### src/design/vfp_pkg.sv
// ============================================================================
// vfp_pkg
// Shared constants, register indexes and sequencer control types.
// ============================================================================
`default_nettype none

package vfp_pkg;

    localparam int DATA_WIDTH_DEF = 32;
    localparam int FRAC_BITS_DEF  = 16;

    localparam int CFG_INDEX_W = 3;

    localparam logic [CFG_INDEX_W-1:0] REG_SETPOINT       = 3'd0;
    localparam logic [CFG_INDEX_W-1:0] REG_GAIN_PROP      = 3'd1;
    localparam logic [CFG_INDEX_W-1:0] REG_GAIN_INTEGRAL  = 3'd2;
    localparam logic [CFG_INDEX_W-1:0] REG_GAIN_DERIV     = 3'd3;
    localparam logic [CFG_INDEX_W-1:0] REG_TIME_STEP      = 3'd4;
    localparam logic [CFG_INDEX_W-1:0] REG_INV_TIME_STEP  = 3'd5;

    // Operand pair fed to the shared multiplier
    typedef enum logic [2:0] {
        OP_KD_INVDT,
        OP_KI_DT,
        OP_CA_E0,
        OP_CB_E1,
        OP_CC_E2
    } mul_sel_t;

    typedef struct packed {
        logic     mul_en;     // load a new product
        mul_sel_t mul_sel;
        logic     ld_kdi;     // capture kd*inv_dt
        logic     ld_coef;    // build and clip a, b, c
        logic     acc_first;  // start the delta sum
        logic     acc_add;    // add the next term
        logic     finish;     // close the item, update state and output
    } seq_ctrl_t;

endpackage

`default_nettype wire

### src/design/vfp_cfg_regs.sv
// ============================================================================
// vfp_cfg_regs
// Configuration register file: setpoint, gains and time-step registers.
// ============================================================================
`default_nettype none

module vfp_cfg_regs
    import vfp_pkg::*;
#(
    parameter int DATA_WIDTH = DATA_WIDTH_DEF,
    parameter int FRAC_BITS  = FRAC_BITS_DEF
) (
    input  wire logic                         aclk,
    input  wire logic                         aresetn,
    input  wire logic                         cfg_wr_en,
    input  wire logic [CFG_INDEX_W-1:0]       cfg_index,
    input  wire logic [DATA_WIDTH-1:0]        cfg_wdata,
    output logic signed [DATA_WIDTH-1:0]      setpoint,
    output logic signed [DATA_WIDTH-1:0]      gain_proportional,
    output logic signed [DATA_WIDTH-1:0]      gain_integral,
    output logic signed [DATA_WIDTH-1:0]      gain_derivative,
    output logic [DATA_WIDTH-2:0]             time_step,
    output logic [DATA_WIDTH-2:0]             inverse_time_step
);

    // 1.0 in the fixed-point format
    localparam logic [DATA_WIDTH-2:0] ONE_FX = (DATA_WIDTH-1)'(1) << FRAC_BITS;

    logic signed [DATA_WIDTH-1:0] setpoint_reg, kp_reg, ki_reg, kd_reg;
    logic [DATA_WIDTH-2:0]        dt_reg, inv_dt_reg;

    always_ff @(posedge aclk) begin
        if (!aresetn) begin
            setpoint_reg <= '0;
            kp_reg       <= '0;
            ki_reg       <= '0;
            kd_reg       <= '0;
            dt_reg       <= ONE_FX;
            inv_dt_reg   <= ONE_FX;
        end else if (cfg_wr_en) begin
            unique case (cfg_index)
                REG_SETPOINT:      setpoint_reg <= signed'(cfg_wdata);
                REG_GAIN_PROP:     kp_reg       <= signed'(cfg_wdata);
                REG_GAIN_INTEGRAL: ki_reg       <= signed'(cfg_wdata);
                REG_GAIN_DERIV:    kd_reg       <= signed'(cfg_wdata);
                REG_TIME_STEP:     dt_reg       <= cfg_wdata[DATA_WIDTH-2:0];
                REG_INV_TIME_STEP: inv_dt_reg   <= cfg_wdata[DATA_WIDTH-2:0];
                default: begin
                    // drop writes to unknown indexes
                end
            endcase
        end
    end

    assign setpoint          = setpoint_reg;
    assign gain_proportional = kp_reg;
    assign gain_integral     = ki_reg;
    assign gain_derivative   = kd_reg;
    assign time_step         = dt_reg;
    assign inverse_time_step = inv_dt_reg;

endmodule

`default_nettype wire

### src/design/vfp_mul.sv
// ============================================================================
// vfp_mul
// Shared signed multiplier with a registered full-width product.
// ============================================================================
`default_nettype none

module vfp_mul
    import vfp_pkg::*;
#(
    parameter int DATA_WIDTH = DATA_WIDTH_DEF
) (
    input  wire logic                           aclk,
    input  wire logic                           mul_en,
    input  wire logic signed [DATA_WIDTH-1:0]   mul_a,
    input  wire logic signed [DATA_WIDTH-1:0]   mul_b,
    output logic signed [2*DATA_WIDTH-1:0]      prod
);

    logic signed [2*DATA_WIDTH-1:0] prod_reg;

    // hold the product while the sequencer consumes it
    always_ff @(posedge aclk) begin
        if (mul_en) begin
            prod_reg <= mul_a * mul_b;
        end
    end

    assign prod = prod_reg;

endmodule

`default_nettype wire

### src/design/vfp_seq.sv
// ============================================================================
// vfp_seq
// Step sequencer that schedules the five products on the shared multiplier.
// ============================================================================
`default_nettype none

module vfp_seq
    import vfp_pkg::*;
(
    input  wire logic  aclk,
    input  wire logic  aresetn,
    input  wire logic  start,
    input  wire logic  out_free,
    output logic       ready,
    output seq_ctrl_t  ctrl
);

    typedef enum logic [2:0] {
        ST_IDLE,
        ST_KD,
        ST_KI,
        ST_COEF,
        ST_M0,
        ST_M1,
        ST_M2,
        ST_SUM
    } state_t;

    state_t state_reg, state_next;

    always_comb begin
        state_next = state_reg;
        unique case (state_reg)
            ST_IDLE: if (start) state_next = ST_KD;
            ST_KD:   state_next = ST_KI;
            ST_KI:   state_next = ST_COEF;
            ST_COEF: state_next = ST_M0;
            ST_M0:   state_next = ST_M1;
            ST_M1:   state_next = ST_M2;
            ST_M2:   state_next = ST_SUM;
            ST_SUM:  if (out_free) state_next = ST_IDLE;
            default: state_next = ST_IDLE;
        endcase
    end

    always_ff @(posedge aclk) begin
        if (!aresetn) begin
            state_reg <= ST_IDLE;
        end else begin
            state_reg <= state_next;
        end
    end

    always_comb begin
        ctrl = '0;
        ctrl.mul_sel = OP_KD_INVDT;
        unique case (state_reg)
            ST_KD: begin
                ctrl.mul_en  = 1'b1;
                ctrl.mul_sel = OP_KD_INVDT;
            end
            ST_KI: begin
                ctrl.mul_en  = 1'b1;
                ctrl.mul_sel = OP_KI_DT;
                ctrl.ld_kdi  = 1'b1;
            end
            ST_COEF: begin
                ctrl.ld_coef = 1'b1;
            end
            ST_M0: begin
                ctrl.mul_en  = 1'b1;
                ctrl.mul_sel = OP_CA_E0;
            end
            ST_M1: begin
                ctrl.mul_en    = 1'b1;
                ctrl.mul_sel   = OP_CB_E1;
                ctrl.acc_first = 1'b1;
            end
            ST_M2: begin
                ctrl.mul_en  = 1'b1;
                ctrl.mul_sel = OP_CC_E2;
                ctrl.acc_add = 1'b1;
            end
            ST_SUM: begin
                ctrl.finish = out_free;
            end
            default: begin
                // idle: nothing to drive
            end
        endcase
    end

    assign ready = (state_reg == ST_IDLE);

endmodule

`default_nettype wire

### src/design/velocity_form_pid.sv
// ============================================================================
// velocity_form_pid
// Incremental (velocity-form) PID controller in signed fixed point.
// ============================================================================
// Usage:
//   Write setpoint, gains and time-step registers over the cfg_* port while
//   the block is idle. Each beat on s_* carries one measured sample; each
//   beat on m_* carries the updated control value (tdata) and a flag
//   (tuser) that is set when the error or the control value was clipped.
//   Every input beat yields exactly one output beat.
// Sequencing:
//   After a sample is accepted, five products (kd*inv_dt, ki*dt, a*e0, b*e1,
//   c*e2) go through the single shared multiplier one after another, plus a
//   step that builds the coefficients and a final step that adds the last
//   term and clips; the result then shows on m_tvalid. The next sample is
//   taken only once the block is back in idle, never while one is in work.
// Reset:
//   aresetn (synchronous, active low) clears the control value and the
//   error history, zeroes setpoint and gains, and sets both time-step
//   registers to 1.0. No result is pending after reset.
// Receiver stall:
//   The result sits in an output register. A new sample is still taken
//   while it waits; the block then holds in its final step until the
//   output register frees up, and s_tready stays low meanwhile.
// ============================================================================
`default_nettype none

module velocity_form_pid
    import vfp_pkg::*;
#(
    parameter int DATA_WIDTH = DATA_WIDTH_DEF,
    parameter int FRAC_BITS  = FRAC_BITS_DEF
) (
    input  wire logic                          aclk,
    input  wire logic                          aresetn,
    // configuration write port
    input  wire logic                          cfg_wr_en,
    input  wire logic [CFG_INDEX_W-1:0]        cfg_index,
    input  wire logic [DATA_WIDTH-1:0]         cfg_wdata,
    // sample stream
    input  wire logic                          s_tvalid,
    output logic                               s_tready,
    input  wire logic [((DATA_WIDTH+7)/8)*8-1:0] s_tdata,  // [DATA_WIDTH-1:0] measured
    // result stream
    output logic                               m_tvalid,
    input  wire logic                          m_tready,
    output logic [((DATA_WIDTH+7)/8)*8-1:0]    m_tdata,    // [DATA_WIDTH-1:0] control_out
    output logic                               m_tuser     // [0] saturated
);

    localparam int TDATA_W = ((DATA_WIDTH + 7) / 8) * 8;
    // width of a product after the fractional shift
    localparam int PW = 2 * DATA_WIDTH - FRAC_BITS;
    // working width for coefficient and delta sums
    localparam int CW = ((PW > DATA_WIDTH) ? PW : DATA_WIDTH) + 2;
    localparam int EW = DATA_WIDTH + 1;

    localparam logic signed [DATA_WIDTH-1:0] SMAX = {1'b0, {(DATA_WIDTH-1){1'b1}}};
    localparam logic signed [DATA_WIDTH-1:0] SMIN = {1'b1, {(DATA_WIDTH-1){1'b0}}};

    // ---------------------------------------------------------------- config
    logic signed [DATA_WIDTH-1:0] setpoint, kp, ki, kd;
    logic [DATA_WIDTH-2:0]        dt, inv_dt;

    vfp_cfg_regs #(
        .DATA_WIDTH (DATA_WIDTH),
        .FRAC_BITS  (FRAC_BITS)
    ) u_cfg_regs (
        .aclk              (aclk),
        .aresetn           (aresetn),
        .cfg_wr_en         (cfg_wr_en),
        .cfg_index         (cfg_index),
        .cfg_wdata         (cfg_wdata),
        .setpoint          (setpoint),
        .gain_proportional (kp),
        .gain_integral     (ki),
        .gain_derivative   (kd),
        .time_step         (dt),
        .inverse_time_step (inv_dt)
    );

    // ------------------------------------------------------------- sequencer
    seq_ctrl_t ctrl;
    logic      seq_ready;
    logic      in_beat;
    logic      out_free;
    logic      m_tvalid_reg;

    assign in_beat  = s_tvalid && seq_ready;
    assign out_free = !m_tvalid_reg || m_tready;

    vfp_seq u_seq (
        .aclk     (aclk),
        .aresetn  (aresetn),
        .start    (in_beat),
        .out_free (out_free),
        .ready    (seq_ready),
        .ctrl     (ctrl)
    );

    // ----------------------------------------------------------------- error
    // e0 = setpoint - measured, clipped to the data range
    logic signed [DATA_WIDTH-1:0] measured;
    logic signed [EW-1:0]         err_wide;
    logic signed [DATA_WIDTH-1:0] err_sat;
    logic                         err_clip;

    assign measured = signed'(s_tdata[DATA_WIDTH-1:0]);
    assign err_wide = EW'(setpoint) - EW'(measured);

    always_comb begin
        err_clip = 1'b0;
        err_sat  = DATA_WIDTH'(err_wide);
        if (err_wide > EW'(SMAX)) begin
            err_sat  = SMAX;
            err_clip = 1'b1;
        end else if (err_wide < EW'(SMIN)) begin
            err_sat  = SMIN;
            err_clip = 1'b1;
        end
    end

    logic signed [DATA_WIDTH-1:0] e0_reg;
    logic                         e0_clip_reg;

    always_ff @(posedge aclk) begin
        if (in_beat) begin
            e0_reg      <= err_sat;
            e0_clip_reg <= err_clip;
        end
    end

    // ------------------------------------------------------ shared multiplier
    logic signed [DATA_WIDTH-1:0]   mul_a, mul_b;
    logic signed [2*DATA_WIDTH-1:0] prod;
    logic signed [PW-1:0]           prod_sh;

    logic signed [DATA_WIDTH-1:0] ca_reg, cb_reg, cc_reg;
    logic signed [DATA_WIDTH-1:0] e1_reg, e2_reg;

    always_comb begin
        case (ctrl.mul_sel)
            OP_KD_INVDT: begin
                mul_a = kd;
                mul_b = signed'({1'b0, inv_dt});
            end
            OP_KI_DT: begin
                mul_a = ki;
                mul_b = signed'({1'b0, dt});
            end
            OP_CA_E0: begin
                mul_a = ca_reg;
                mul_b = e0_reg;
            end
            OP_CB_E1: begin
                mul_a = cb_reg;
                mul_b = e1_reg;
            end
            OP_CC_E2: begin
                mul_a = cc_reg;
                mul_b = e2_reg;
            end
            default: begin
                mul_a = kd;
                mul_b = signed'({1'b0, inv_dt});
            end
        endcase
    end

    vfp_mul #(
        .DATA_WIDTH (DATA_WIDTH)
    ) u_mul (
        .aclk   (aclk),
        .mul_en (ctrl.mul_en),
        .mul_a  (mul_a),
        .mul_b  (mul_b),
        .prod   (prod)
    );

    // floor the product: drop the fractional bits
    assign prod_sh = signed'(prod[2*DATA_WIDTH-1:FRAC_BITS]);

    // ---------------------------------------------------------- coefficients
    logic signed [PW-1:0]         kdi_reg;
    logic signed [CW-1:0]         ca_wide, cb_wide, cc_wide;
    logic signed [DATA_WIDTH-1:0] ca_sat, cb_sat, cc_sat;

    // a = kp + kd*inv_dt + ki*dt ; b = -kp - 2*kd*inv_dt ; c = kd*inv_dt
    assign ca_wide = CW'(kp) + CW'(kdi_reg) + CW'(prod_sh);
    assign cb_wide = -CW'(kp) - (CW'(kdi_reg) <<< 1);
    assign cc_wide = CW'(kdi_reg);

    always_comb begin
        ca_sat = DATA_WIDTH'(ca_wide);
        if (ca_wide > CW'(SMAX))      ca_sat = SMAX;
        else if (ca_wide < CW'(SMIN)) ca_sat = SMIN;

        cb_sat = DATA_WIDTH'(cb_wide);
        if (cb_wide > CW'(SMAX))      cb_sat = SMAX;
        else if (cb_wide < CW'(SMIN)) cb_sat = SMIN;

        cc_sat = DATA_WIDTH'(cc_wide);
        if (cc_wide > CW'(SMAX))      cc_sat = SMAX;
        else if (cc_wide < CW'(SMIN)) cc_sat = SMIN;
    end

    always_ff @(posedge aclk) begin
        if (ctrl.ld_kdi) begin
            kdi_reg <= prod_sh;
        end
        if (ctrl.ld_coef) begin
            ca_reg <= ca_sat;
            cb_reg <= cb_sat;
            cc_reg <= cc_sat;
        end
    end

    // ----------------------------------------------------- delta and update
    logic signed [CW-1:0]         acc_reg;
    logic signed [CW:0]           u_wide;
    logic signed [DATA_WIDTH-1:0] u_sat;
    logic                         u_clip;
    logic signed [DATA_WIDTH-1:0] ctl_reg;

    always_ff @(posedge aclk) begin
        if (ctrl.acc_first) begin
            acc_reg <= CW'(prod_sh);
        end else if (ctrl.acc_add) begin
            acc_reg <= acc_reg + CW'(prod_sh);
        end
    end

    // the last term (c*e2) is folded in here, straight from the multiplier
    assign u_wide = (CW+1)'(ctl_reg) + (CW+1)'(acc_reg) + (CW+1)'(prod_sh);

    always_comb begin
        u_clip = 1'b0;
        u_sat  = DATA_WIDTH'(u_wide);
        if (u_wide > (CW+1)'(SMAX)) begin
            u_sat  = SMAX;
            u_clip = 1'b1;
        end else if (u_wide < (CW+1)'(SMIN)) begin
            u_sat  = SMIN;
            u_clip = 1'b1;
        end
    end

    // controller state: control value and two past errors
    always_ff @(posedge aclk) begin
        if (!aresetn) begin
            ctl_reg <= '0;
            e1_reg  <= '0;
            e2_reg  <= '0;
        end else if (ctrl.finish) begin
            ctl_reg <= u_sat;
            e1_reg  <= e0_reg;
            e2_reg  <= e1_reg;
        end
    end

    // ------------------------------------------------------- output register
    logic [DATA_WIDTH-1:0] out_data_reg;
    logic                  out_sat_reg;

    always_ff @(posedge aclk) begin
        if (!aresetn) begin
            m_tvalid_reg <= 1'b0;
        end else if (ctrl.finish) begin
            m_tvalid_reg <= 1'b1;
        end else if (m_tready) begin
            m_tvalid_reg <= 1'b0;
        end
    end

    always_ff @(posedge aclk) begin
        if (ctrl.finish) begin
            out_data_reg <= unsigned'(u_sat);
            out_sat_reg  <= e0_clip_reg | u_clip;
        end
    end

    assign s_tready = seq_ready;
    assign m_tvalid = m_tvalid_reg;
    assign m_tdata  = TDATA_W'(out_data_reg);
    assign m_tuser  = out_sat_reg;

endmodule

`default_nettype wire

### config.mk
export PLATFORM = sky130hd
export DESIGN_NAME = velocity_form_pid
export DESIGN_NICKNAME = d
export VERILOG_FILES = /design/src/design/vfp_pkg.sv /design/src/design/vfp_cfg_regs.sv /design/src/design/vfp_mul.sv /design/src/design/vfp_seq.sv /design/src/design/velocity_form_pid.sv
export SDC_FILE = /design/constraint.sdc
export NUM_CORES = 2
export LEC_CHECK = 0
export BUFFER_PORTS_ARGS = -buffer_cell sky130_fd_sc_hd__buf_4
export CAP_MARGIN = 20
export CORE_MARGIN = 1
export CORE_UTILIZATION = 40
export DETAILED_ROUTE_END_ITERATION = 12
export GPL_TIMING_DRIVEN = 0
export PLACE_DENSITY_LB_ADDON = 0.15
export SKIP_CTS_REPAIR_TIMING = 1
export SLEW_MARGIN = 20
export SYNTH_ARGS = -nofsm -noshare
export SYNTH_HDL_FRONTEND = slang
export SYNTH_SLANG_ARGS = --single-unit
### constraint.sdc
create_clock -name aclk -period 12.15 [get_ports aclk]
set_clock_uncertainty 0.05 [all_clocks]
set_input_delay 0.6075 -clock aclk [delete_from_list [all_inputs] [get_ports aclk]]
set_output_delay 0.6075 -clock aclk [all_outputs]
set_load 0.005 [all_outputs]
Yosys cells after proc, flatten, opt, wreduce, memory -nomap -nowiden. Index checks and enable logic that the tools add are counted.

Bits of input ports: 72. Word-level logic and storage cells: 97. Output and inout port bits: 35. Latch bits: 0. Register bits after elaboration: 614. Memories: 0. RAM bits: 0. Bits in read-only memories: 0.

Reduce and logical (&&, ||, !) cells: 14. Equal/unequal tests: 18. Add/subtract/negate cells: 8. Bitwise logic cells: 1. $lt $le $gt $ge: 10. Multiplexer cells: 24. $mul: 1. Divide/modulo/power cells: 0. Shift operators: 0.

Operators by type and width (number): 32-bit case mux with 4 select lines (2); 32-bit 2-to-1 mux (6); 50-bit by 32-bit > comparator with 1-bit output (second input constant) (2); 50-bit by 32-bit less-than comparator with 1-bit output (second input constant) (2); 50-bit 2-to-1 mux (2); 32-bit by 32-bit multiplier with 64-bit output (1); 32-bit by 50-bit adder with 51-bit output (1); 51-bit by 48-bit adder with 51-bit output (1); 51-bit by 32-bit > comparator with 1-bit output (second input constant) (1); 51-bit by 32-bit less-than comparator with 1-bit output (second input constant) (1); 49-bit by 48-bit adder with 50-bit output (1); 50-bit by 48-bit adder with 50-bit output (1); 32-bit negator with 50-bit output (1); 50-bit by 49-bit subtractor with 50-bit output (1); 32-bit by 48-bit adder with 49-bit output (1); 48-bit by 32-bit > comparator with 1-bit output (second input constant) (1); 48-bit by 32-bit less-than comparator with 1-bit output (second input constant) (1); 33-bit by 32-bit > comparator with 1-bit output (second input constant) (1); 33-bit by 32-bit less-than comparator with 1-bit output (second input constant) (1); 32-bit by 32-bit subtractor with 33-bit output (1); 3-bit case mux with 8 select lines (1); 3-bit equality test (second input constant) (7); 4-bit case mux with 5 select lines (1); 3-bit by 2-bit equality test with 1-bit output (second input constant) (6); other kinds (11) (32).

Logic depth before layout (Yosys ltp).
Word-level depth: 6. Depth in mapped cells: 40. Depth with buffers taken out: 35.

By module. A second synthesis with hierarchy kept.

Cell total of the unflattened synthesis: 8017. Area, all modules: 76448.3 µm².

Modules (own cells, without submodules): vfp_mul (area an instance 38235.4 µm², times used 1, seq. area each 1921.8 µm², cells each 3946); velocity_form_pid (area an instance 31092.3 µm², times used 1, seq. area each 9749.4 µm², cells each 3387); vfp_cfg_regs (area an instance 6899.1 µm², times used 1, seq. area each 3803.6 µm², cells each 656); vfp_seq (area an instance 221.5 µm², times used 1, seq. area each 60.1 µm², cells each 28).

Worst setup path before layout. No wires, ideal clock.

Path type: register to register. From: register u_seq.state_reg[2]. To: register u_mul.prod_reg[60] (netlist: u_mul.prod[60]) (data pin). Path slack: 2.121 ns. Cell stages (with the launch flop): 35. Library setup time: 0.135 ns. Buffers on the path: 6. Data arrival time: 9.845 ns. Path through: dfxtp_1 > buf_2 > buf_1 > clkbuf_1 > clkbuf_1 > buf_1 > mux2i_1 > a21oi_1 > o21ai_1 > clkbuf_1 > nor2_1 > fa_1 > fa_1 > fa_1 > inv_1 > fa_1 > inv_1 > fa_1 > fa_1 > fa_1 > fa_1 > ha_1 > a21o_1 > a21o_1 > a21oi_1 > o21ai_0 > nor4_1 > a21oi_2 > a211oi_2 > o211ai_1 > a31oi_1 > or2_1 > o31ai_2 > a2111o_1 > nand3_1.

Cells in the longest elaborated chain, start to end: 5.

RTL lines: start: declaration (RTL line vfp_seq.sv:29) `state_t state_reg, state_next;`; start signal: assignment (RTL line vfp_seq.sv:50) `state_reg <= state_next;`; 3-bit equality test, or another cell as far along (RTL line vfp_seq.sv:57) `unique case (state_reg)`; 4-bit case mux with 5 select lines * (RTL line vfp_seq.sv:57); 3-bit equality test, or another cell as far along (RTL line velocity_form_pid.sv:142) `case (ctrl.mul_sel)`; 32-bit case mux with 4 select lines (RTL line velocity_form_pid.sv:142); 32-bit by 32-bit multiplier with 64-bit output * (RTL line vfp_mul.sv:24) `prod_reg <= mul_a * mul_b;`; end signal: assignment (RTL line vfp_mul.sv:24); end: declaration (RTL line vfp_mul.sv:19) `logic signed [2*DATA_WIDTH-1:0] prod_reg;`.

Every way passes the cells marked *; elsewhere a longest branch is shown, timed or not. A chain may end at the register's enable or synchronous reset.

Worst setup path after layout.
From: register u_seq.state_reg[1]. To: register u_mul.prod_reg[59] (netlist: u_mul.prod[59]) (data pin).

Same word-level chain as after synthesis.

==> impl_metrics.tcl <==
set metrics [dict create \
    core_area_sq_um 183000 \
    die_x_um 432 \
    drive_gt1_frac 0.0710 \
    largest_register_ffs 50 \
    synth.yosys.seq_area_share 0.203 \
    grt_max_degree 39 \
    place.gp.congestion 1.04 \
    ys.flop_type "edfxtp_1" \
    vias 60800 \
    cellLeakagePower_uw 0.0357 \
    path_clk_slew_ns 0.06 \
    cp_slowest_cell "fa_1" \
    crit_type "flip-flop to flip-flop" \
    first_pass_iters 6 \
    vias_per_cell 5.54 \
    max_freq_ghz 0.0835 \
    report.final.slew_viol_count 0 \
    fin_nets 10100 \
    h-tree-depth 3 \
    powerDensity_nw_per_um2 232 \
    p_int_uw 8960 \
    cp_slowest_stage_delay_ns 0.65 \
    initial_core_util 0.403 \
    async_reset_ff_frac 0 \
    grt_pass1_vias 61500 \
    seqPwrFrac 0.170 \
    worstPathArrival_ns 12.40 \
    drt_iter0_drc 5901 \
    max-clock-path-buffers 3 \
    pwr-share-comb 0.702 \
    grt_util_all_layers 0.325 \
    endpoint_kind "flip-flop" \
    maxCapViolCount 0 \
    hold_path_class "input pin to flip-flop" \
    syn_to_final_growth_pct 10.5 \
    hold_viol_final 0 \
    slew_headroom 0.150 \
    ys_warn_count 0 \
    fp.dieH_um 432 \
    period_minus_slack_ns 11.98 \
    finalCritPeriodShare 0.986 \
    port_buffers 105 \
    ys_types 91 \
    clkLatencyLatePin_ns 0.73 \
    cts-root-buf "clkbuf_16" \
    syn_nets 9911 \
    cts_sinks 598 \
    crit_path_max_fanout 10 \
    pwr-share-clk 0.127 \
    p_sw_uw 9990 \
    ant_nets 0 \
    irDropWorstVdd_v 0.000172 \
    setup_viol_count_final 0 \
    rows 157 \
    synth_area_per_cell_sq_um 9.02 \
    io_pins 107 \
    status "finished clean" \
    post_drt_wl_per_cell_um 27.3 \
    switching_share 0.527 \
    cts_buffers 76 \
    ys_ff_latch 598 \
    tritoncts "yes" \
    wirelength_mm 299 \
    grt-ovfl-total 0 \
    antenna_found_initial 24 \
    grt_pass1_wl_mm 435 \
    dp.cells 10800 \
    die_area_sq_um 187000 \
    holdWs_ns 0.158 \
    drcViolationCount 0 \
    synthCells 8200 \
    cp_common_cell "fa_1" \
    instances_no_fill 11000 \
    dp_hpwl_mm 246 \
    synth_edf_count 308 \
    syn-cell-area_sq_um 74000 \
    critPathLaunchType "flip-flop" \
    crit_required_ns 12.57 \
    tightest_slew_ns 1.27 \
]
[kinds of logic after synthesis]
family	share of synthesized area
DFF	0.203
buffers and inverters	0.0805
AOI/OAI and AO/OA	0.135
adders and majority gates	0.399
muxes	0.00862
xor gates and xnor gates	0.0307
and+or+nand+nor	0.143
[path summary, 6_finish.rpt]
check,end,slack (ns),from,cells after the start
setup / recovery,u_mul.prod[59]$_DFFE_PN_,0.17,u_seq.state_reg[1]$_SDFFE_PN0P_,34
hold / removal,u_cfg_regs.gain_proportional[31]$_SDFFE_PN0P_,0.16,cfg_wdata[31],3
setup reg to reg,u_mul.prod[59]$_DFFE_PN_,0.17,u_seq.state_reg[1]$_SDFFE_PN0P_,34
hold reg to reg,e2_reg[6]$_SDFFE_PN0P_,0.40,e1_reg[6]$_SDFFE_PN0P_,2
[synthesized netlist by cell type, types with 21 or more instances]
master	instances	area [sq um]
o31ai_1	21	158
nor3_1	56	280
a21o_1	142	1070
nand3_1	50	250
buf_1	28	105
o21ai_0	227	1140
or2_2	30	188
and2_1	31	194
inv_1	1188	4460
nand2_1	1287	4830
and3_1	29	181
nand2b_1	69	432
o22a_1	32	280
clkbuf_1	332	1250
edfxtp_1	308	9250
a31oi_1	25	156
ha_1	455	5690
nor2_1	831	3120
xnor2_1	142	1240
mux2i_1	57	571
o211ai_1	26	195
a21boi_0	260	1950
o22ai_1	58	363
nand4_1	53	332
o21bai_1	37	278
fa_1	1184	23700
nor2b_1	49	307
o21a_1	74	556
o21ai_1	106	531
xor2_1	117	1020
a211oi_1	34	255
a22oi_1	27	203
dfxtp_1	290	5810
a21oi_1	311	1560
[cells in the final DEF (no fill, tap or decap), types with 30 or more instances in the layout]
| cell type | count |
|---|---|
| inv_1 | 1186 |
| dfxtp_1 | 288 |
| clkbuf_16 | 78 |
| nand2b_1 | 69 |
| o21ai_0 | 222 |
| nand2_1 | 1286 |
| or2_2 | 30 |
| fa_1 | 1182 |
| o22ai_1 | 56 |
| buf_4 | 141 |
| nor2b_1 | 49 |
| mux2i_1 | 57 |
| o21ai_1 | 78 |
| ha_1 | 455 |
| o22a_1 | 32 |
| o21bai_1 | 37 |
| and2_1 | 30 |
| nor3_1 | 54 |
| clkbuf_1 | 215 |
| a21oi_1 | 307 |
| o21a_1 | 51 |
| edfxtp_1 | 308 |
| nand3_1 | 50 |
| a211oi_1 | 32 |
| a21boi_0 | 260 |
| clkbuf_2 | 112 |
| a21o_1 | 142 |
| nor2_1 | 820 |
| xor2_1 | 117 |
| xnor2_1 | 142 |
| nand4_1 | 53 |
[layer usage]
metal  wire length (um)  global-route usage
met1             124000               0.438
met2             131000               0.495
met3              27100              0.0729
met4              16800               0.154
met5                 56                   0
[worst max-delay path, delay by kind of cell, from the launching register on]
| kind | cells | cell delay (ns) |
|---|---|---|
| buf+inv | 8 | 2.38 |
| xor+xnor | 1 | 0.31 |
| fa+ha+maj | 9 | 4.62 |
| compound gates | 10 | 3.18 |
| flops | 1 | 0.30 |
| simple gates | 6 | 0.83 |
[cell type report]
class	count	area (sq um)
Antenna cell	13	32.5
Buffer	369	1660
Clock buffer	101	2130
Clock inverter	39	478
Fill cell	18300	102000
Inverter	1190	4470
Multi-Input combinational cell	6032	53400
Sequential cell	598	15100
Tap cell	2464	3080
Timing Repair Buffer	166	1440
[through the flow]
step	setup slack, ns	util	TNS (ns)	instance area [sq um]	total power, uW
after global routing	-0.0290	0.445	-0.0462	81700	20400
after detailed placement	-2.88	0.428	-63.51	78600	16200
final	0.170	0.445	0	81700	19000
after global placement	-3.97	0.424	-202.42	77900	16200
after floorplan	2.12	-	0	74000	11700
after CTS	-2.96	0.443	-67.92	81200	18900
[power by group through the flow]
stage / logic (uW) / registers [uW] / clock network, uW
after detailed placement: 12900 / 3280 / 0
after floorplan: 8720 / 2950 / 0
after global placement: 12900 / 3300 / 0
after global routing: 14700 / 3250 / 2510
final: 13300 / 3230 / 2410
after CTS: 13200 / 3250 / 2450
Note: power is estimated with default switching activity, not from simulation.
